<file path="src/lmcd_pkg.sv">
// Package for the LRU/MRU block cache directory.
// Holds the sizing constants, the sequencer state type and the structs shared
// between the tag match, the controller and the top level. No dependencies.
package lmcd_pkg;

    localparam int SLOT_COUNT    = 64;
    localparam int ADDRESS_BITS  = 40;
    localparam int SLOT_BITS     = $clog2(SLOT_COUNT);
    localparam int FILL_BITS     = $clog2(SLOT_COUNT + 1);
    localparam int SLOT_OUT_BITS = 6;
    localparam int MISS_BITS     = 16;
    localparam int TAG_WORD_BITS = ADDRESS_BITS + 1;

    localparam logic [MISS_BITS-1:0] MISS_MAX  = '1;
    localparam logic [FILL_BITS-1:0] FILL_FULL = FILL_BITS'(SLOT_COUNT);

    typedef enum logic [2:0] {
        ST_IDLE,
        ST_RESOLVE,
        ST_LINK,
        ST_UPDATE,
        ST_EMIT
    } lmcd_state_t;

    typedef struct packed {
        logic                 hit;
        logic [SLOT_BITS-1:0] slot;
    } lmcd_match_t;

    typedef struct packed {
        logic                    en;
        logic [SLOT_BITS-1:0]    idx;
        logic [ADDRESS_BITS-1:0] tag;
    } lmcd_cam_wr_t;

    typedef struct packed {
        logic                     hit;
        logic [SLOT_OUT_BITS-1:0] slot;
        logic                     fetch_needed;
        logic                     writeback_needed;
        logic [ADDRESS_BITS-1:0]  evicted_block;
        logic                     replaced;
        logic [MISS_BITS-1:0]     request_misses;
        logic                     last;
    } lmcd_result_t;

endpackage

</file>
<file path="src/lmcd_tag_match.sv">
// Parallel tag match of the directory: one tag register and comparator per slot.
// The match vector is registered at lookup, then priority encoded to the lowest slot.
// Depends on lmcd_pkg.
module lmcd_tag_match
    import lmcd_pkg::*;
(
    input  logic                    clk,
    input  logic                    capture,
    input  logic [ADDRESS_BITS-1:0] lookup_addr,
    input  logic [FILL_BITS-1:0]    fill_count,
    input  lmcd_cam_wr_t            cam_wr,
    output lmcd_match_t             match
);

    logic [ADDRESS_BITS-1:0] tag_reg [SLOT_COUNT];
    logic [SLOT_COUNT-1:0]   match_vec_reg;

    always_ff @(posedge clk)
    begin
        if (cam_wr.en)
        begin
            tag_reg[cam_wr.idx] <= cam_wr.tag;
        end
        // Only filled slots take part; unfilled tag registers hold garbage.
        if (capture)
        begin
            for (int i = 0; i < SLOT_COUNT; i++)
            begin
                match_vec_reg[i] <= (FILL_BITS'(i) < fill_count) &&
                                    (tag_reg[i] == lookup_addr);
            end
        end
    end

    always_comb
    begin
        match.hit  = |match_vec_reg;
        match.slot = '0;
        for (int i = SLOT_COUNT - 1; i >= 0; i--)
        begin
            if (match_vec_reg[i])
            begin
                match.slot = SLOT_BITS'(i);
            end
        end
    end

endmodule

</file>
<file path="config.mk">
export PLATFORM = sky130hd
export DESIGN_NAME = lmcd_tag_match
export DESIGN_NICKNAME = d
export VERILOG_FILES = /design/src/lmcd_pkg.sv /design/src/lmcd_tag_match.sv
export SDC_FILE = /design/constraint.sdc
export NUM_CORES = 2
export LEC_CHECK = 0
export ABC_AREA = 0
export BUFFER_PORTS_ARGS = -buffer_cell sky130_fd_sc_hd__buf_2
export CORE_UTILIZATION = 40
export DETAILED_ROUTE_END_ITERATION = 6
export MAX_ROUTING_LAYER = met4
export SETUP_SLACK_MARGIN = 0.5
export SLEW_MARGIN = 20
export SYNTH_ARGS = -nofsm -noshare
export SYNTH_HDL_FRONTEND = slang
export SYNTH_SLANG_ARGS = --single-unit
</file>
<file path="constraint.sdc">
create_clock -name clk -period 7.2 [get_ports clk]
set_input_delay 1.08 -clock clk [delete_from_list [all_inputs] [get_ports clk]]
set_output_delay 1.08 -clock clk [all_outputs]
set_load 0.05 [all_outputs]
</file>
==> key figures <==
Status
  • Result of the run: completed

Routing
  • Initial DRC Count: 12200
  • First-pass iteration count of the detailed router: 5
  • Via count: 66400
  • Routed length per instance: 39.6 um
  • DR vias/cell: 6.11
  • Residual DRC: 0
  • Post-route ant nets: 0
  • Drt total wl: 431000 um

Timing
  • Achievable Freq: 0.197 GHz
  • Fin crit period: 5.08 ns
  • Fin. Hold Viols: 0
  • RSZ-0062 raised after global routing: no
  • Setup tns final: 0 ns
  • Final setup viols: 0
  • Final period utilization: 70.6%
  • Worst clock skew: 0.0556 ns
  • Least-Margin Pin Slew: 1.26 ns
  • Slew Viols, Final: 0
  • Slew headroom: 16.2%

Clock network
  • Root Buffer: clkbuf_16
  • Clock sinks: 2624
  • Clock Latency Late Sink: 0.96 ns
  • H-Tree Depth: 5
  • Max clock buf depth: 4
  • Hold_buf cts: 0
  • Post-CTS Setup Repair Bufs: 0
  • CTS tree: built
  • Clk slew on worst S/H paths: 0.07 ns
  • Number of CTS-inserted buffers: 294
  • Post-cts resize count: 0

Critical path
  • Critical Path AT: 4.00 ns
  • Setup crit end: match[2]
  • Reg2Reg Setup Slack: 4.44 ns
  • Worst setup EP type: primary output
  • Worst-path fanout max: 3
  • Crit path cell chain: nor4_1 > o21bai_1 > o21ai_1 > nand3_1 > a21boi_1 > buf_2
  • Worst path slowest cell: a21boi_1
  • CP Launch Point: match_vec_reg[51]
  • Max stage delay on crit path: 0.77 ns
  • WS Path Type: register to primary output
  • Worst r2r dst: match_vec_reg[56]
  • CP Launch Type: register
  • Reg2Reg Depth: 5
  • Crit path required time: 6.12 ns
  • FF-to-FF Start: tag_reg[56][29]

Synth
  • Seq cells post-synth: 2624
  • Unique masters post-synth: 56
  • Syn nets: 6767
  • Post-synth top flop: edfxtp_1
  • Cells after Synth: 6671
  • Post-synth ARST share: 0%
  • Synthesized cell area: 110000 um2
  • Sequential share of the synthesized area: 71.7%
  • Yosys warnings: 0
  • Syn avg cell area: 16.5 um2
  • Post-synth EDFFs: 2624

Global routing
  • Vias in the first global route: 61200
  • Total Routing Usage GR: 31.4%
  • First-pass GRT wire length: 565000 um
  • Remaining Overflow, GRT: 0
  • Largest net degree at the start of global routing: 41
  • Initial antenna violation count: 68

Die
  • Placement Rows: 192
  • CORE AREA: 273000 um2
  • Initial core utilization: 40.2%
  • # IOs: 103
  • Die Wd: 526 um
  • Die area: 277000 um2
  • DIE HEIGHT: 526 um

Final layout
  • Filler cells: 23300
  • Final net count: 7142
  • Commonest non-fill, non-tap cells in the layout: 2624 x edfxtp_1, 1478 x xor2_1, 1068 x xnor2_1, 425 x nor4_1, 341 x nand4_1
  • Share of layout cells above drive strength 1: 11.6%
  • Most common cell after layout, fill and taps aside: edfxtp_1
  • Largest register FFs: 2560
  • P&R area growth vs syn: 15.0%
  • Final Non-Filler Cells: 10900
  • Final Util: 46.2%
  • Sequential Area: 78800 um2
  • Area of the multi-input gates: 30100 um2

Placement
  • Final RePlAce weighted congestion: 0.937
  • Port Buf Inserts: 102
  • Detailed placer's ending HPWL: 230000 um
  • Placed insts: 10300

Pwr
  • Internal: 25.7 mW
  • VDD IR max: 0.190 mV
  • Comb pwr share: 7.5%
  • Sequential Power Share: 50.4%
  • Cell area power density: 267 nW/um2
  • Switch Pwr: 8.04 mW
  • Switching portion of total power: 23.9%
  • Clk network pwr share: 42.1%
  • Leak pwr: 39.6 nW

Hold path
  • Hold path start: cam_wr[27]
  • Min-Delay Path Class: primary input to register

Job
  • Maxcap violations: 0
per-stage QoR:
step                      hold slack (ns)  cell area, um2  power [mW]  setup WS, ns
after floorplan                     0.635          110000        18.3          3.17
after global routing                0.477          126000        34.3          2.23
after global placement              0.675          116000        19.7          2.11
after detailed placement            0.669          116000        19.8          2.34
after CTS                           0.471          125000        33.6          2.17
final                               0.488          126000        33.7          2.12
synth_stat cells (7+ instances only):
| library cell | number | area (um2) |
|---|---|---|
| edfxtp_1 | 2624 | 78800 |
| xor2_1 | 1478 | 12900 |
| xnor2_1 | 1068 | 9350 |
| nor4_1 | 433 | 2710 |
| nand4_1 | 341 | 2130 |
| buf_2 | 274 | 1370 |
| nor2_1 | 93 | 349 |
| nor3_1 | 51 | 255 |
| nand3_1 | 49 | 245 |
| a2111oi_0 | 26 | 228 |
| inv_1 | 26 | 97.6 |
| nand2_1 | 26 | 97.6 |
| a21oi_1 | 19 | 95.1 |
| o211ai_1 | 16 | 120 |
| o21ai_0 | 15 | 75.1 |
| or4_1 | 14 | 105 |
| buf_4 | 10 | 75.1 |
| nor2b_1 | 10 | 62.6 |
| clkbuf_1 | 9 | 33.8 |
| nor4_2 | 7 | 87.6 |
per-layer routing:
metal / share of wire, % / vias up / GRT usage [%]
met1: 37 / 34800 / 40.6
met3: 12 / 881 / 5.69
met4: 4.9 / 0 / 13.8
met5: 0 / - / -
li1: - / 25500 / -
met2: 46 / 5288 / 48.5
logic make-up after synthesis:
kind of cell	after synthesis	share of synthesized area, %
buf+inv	321	1.46
compound gates	127	0.875
simple gates	1053	5.70
flops	2624	71.7
xor+xnor	2546	20.3
worst min path at each step:
stage | endpoint | slack [ns] | cells after the start
2_1_floorplan | match_vec_reg[32] | 0.64 | 3
3_3_place_gp | match_vec_reg[14] | 0.67 | 3
3_5_place_dp | match_vec_reg[14] | 0.67 | 3
4_1_cts | tag_reg[46][27] | 0.47 | 1
5_1_grt | tag_reg[46][27] | 0.48 | 1
6_report | tag_reg[44][27] | 0.49 | 1
power groups by stage:
| stage | clock [mW] | combinational, mW | sequential, mW |
|---|---|---|---|
| after global routing | 14.8 | 2.53 | 17.0 |
| after floorplan | 0 | 1.02 | 17.3 |
| after global placement | 0 | 2.44 | 17.3 |
| after detailed placement | 0 | 2.46 | 17.3 |
| after CTS | 14.2 | 2.47 | 17.0 |
| final | 14.2 | 2.54 | 17.0 |
area by class of cell:
cell class,count,share of cell area (%)
flip-flops and latches,2624,62.4
multi-input cells,3726,23.8
clock buffers,368,6.18
well taps,3589,3.55
repair buffers,374,3.19
clock inverters,119,0.741
inverters,26,0.0772
diodes,38,0.0752
critical path, delay by kind of cell (launching register included):
kind                   cells  cell delay, ns
buffers and inverters      1            0.41
and+or+nand+nor            2            0.86
AOI/OAI and AO/OA          3            1.34
DFF                        1            0.43
(Power assumes the default switching activity.)
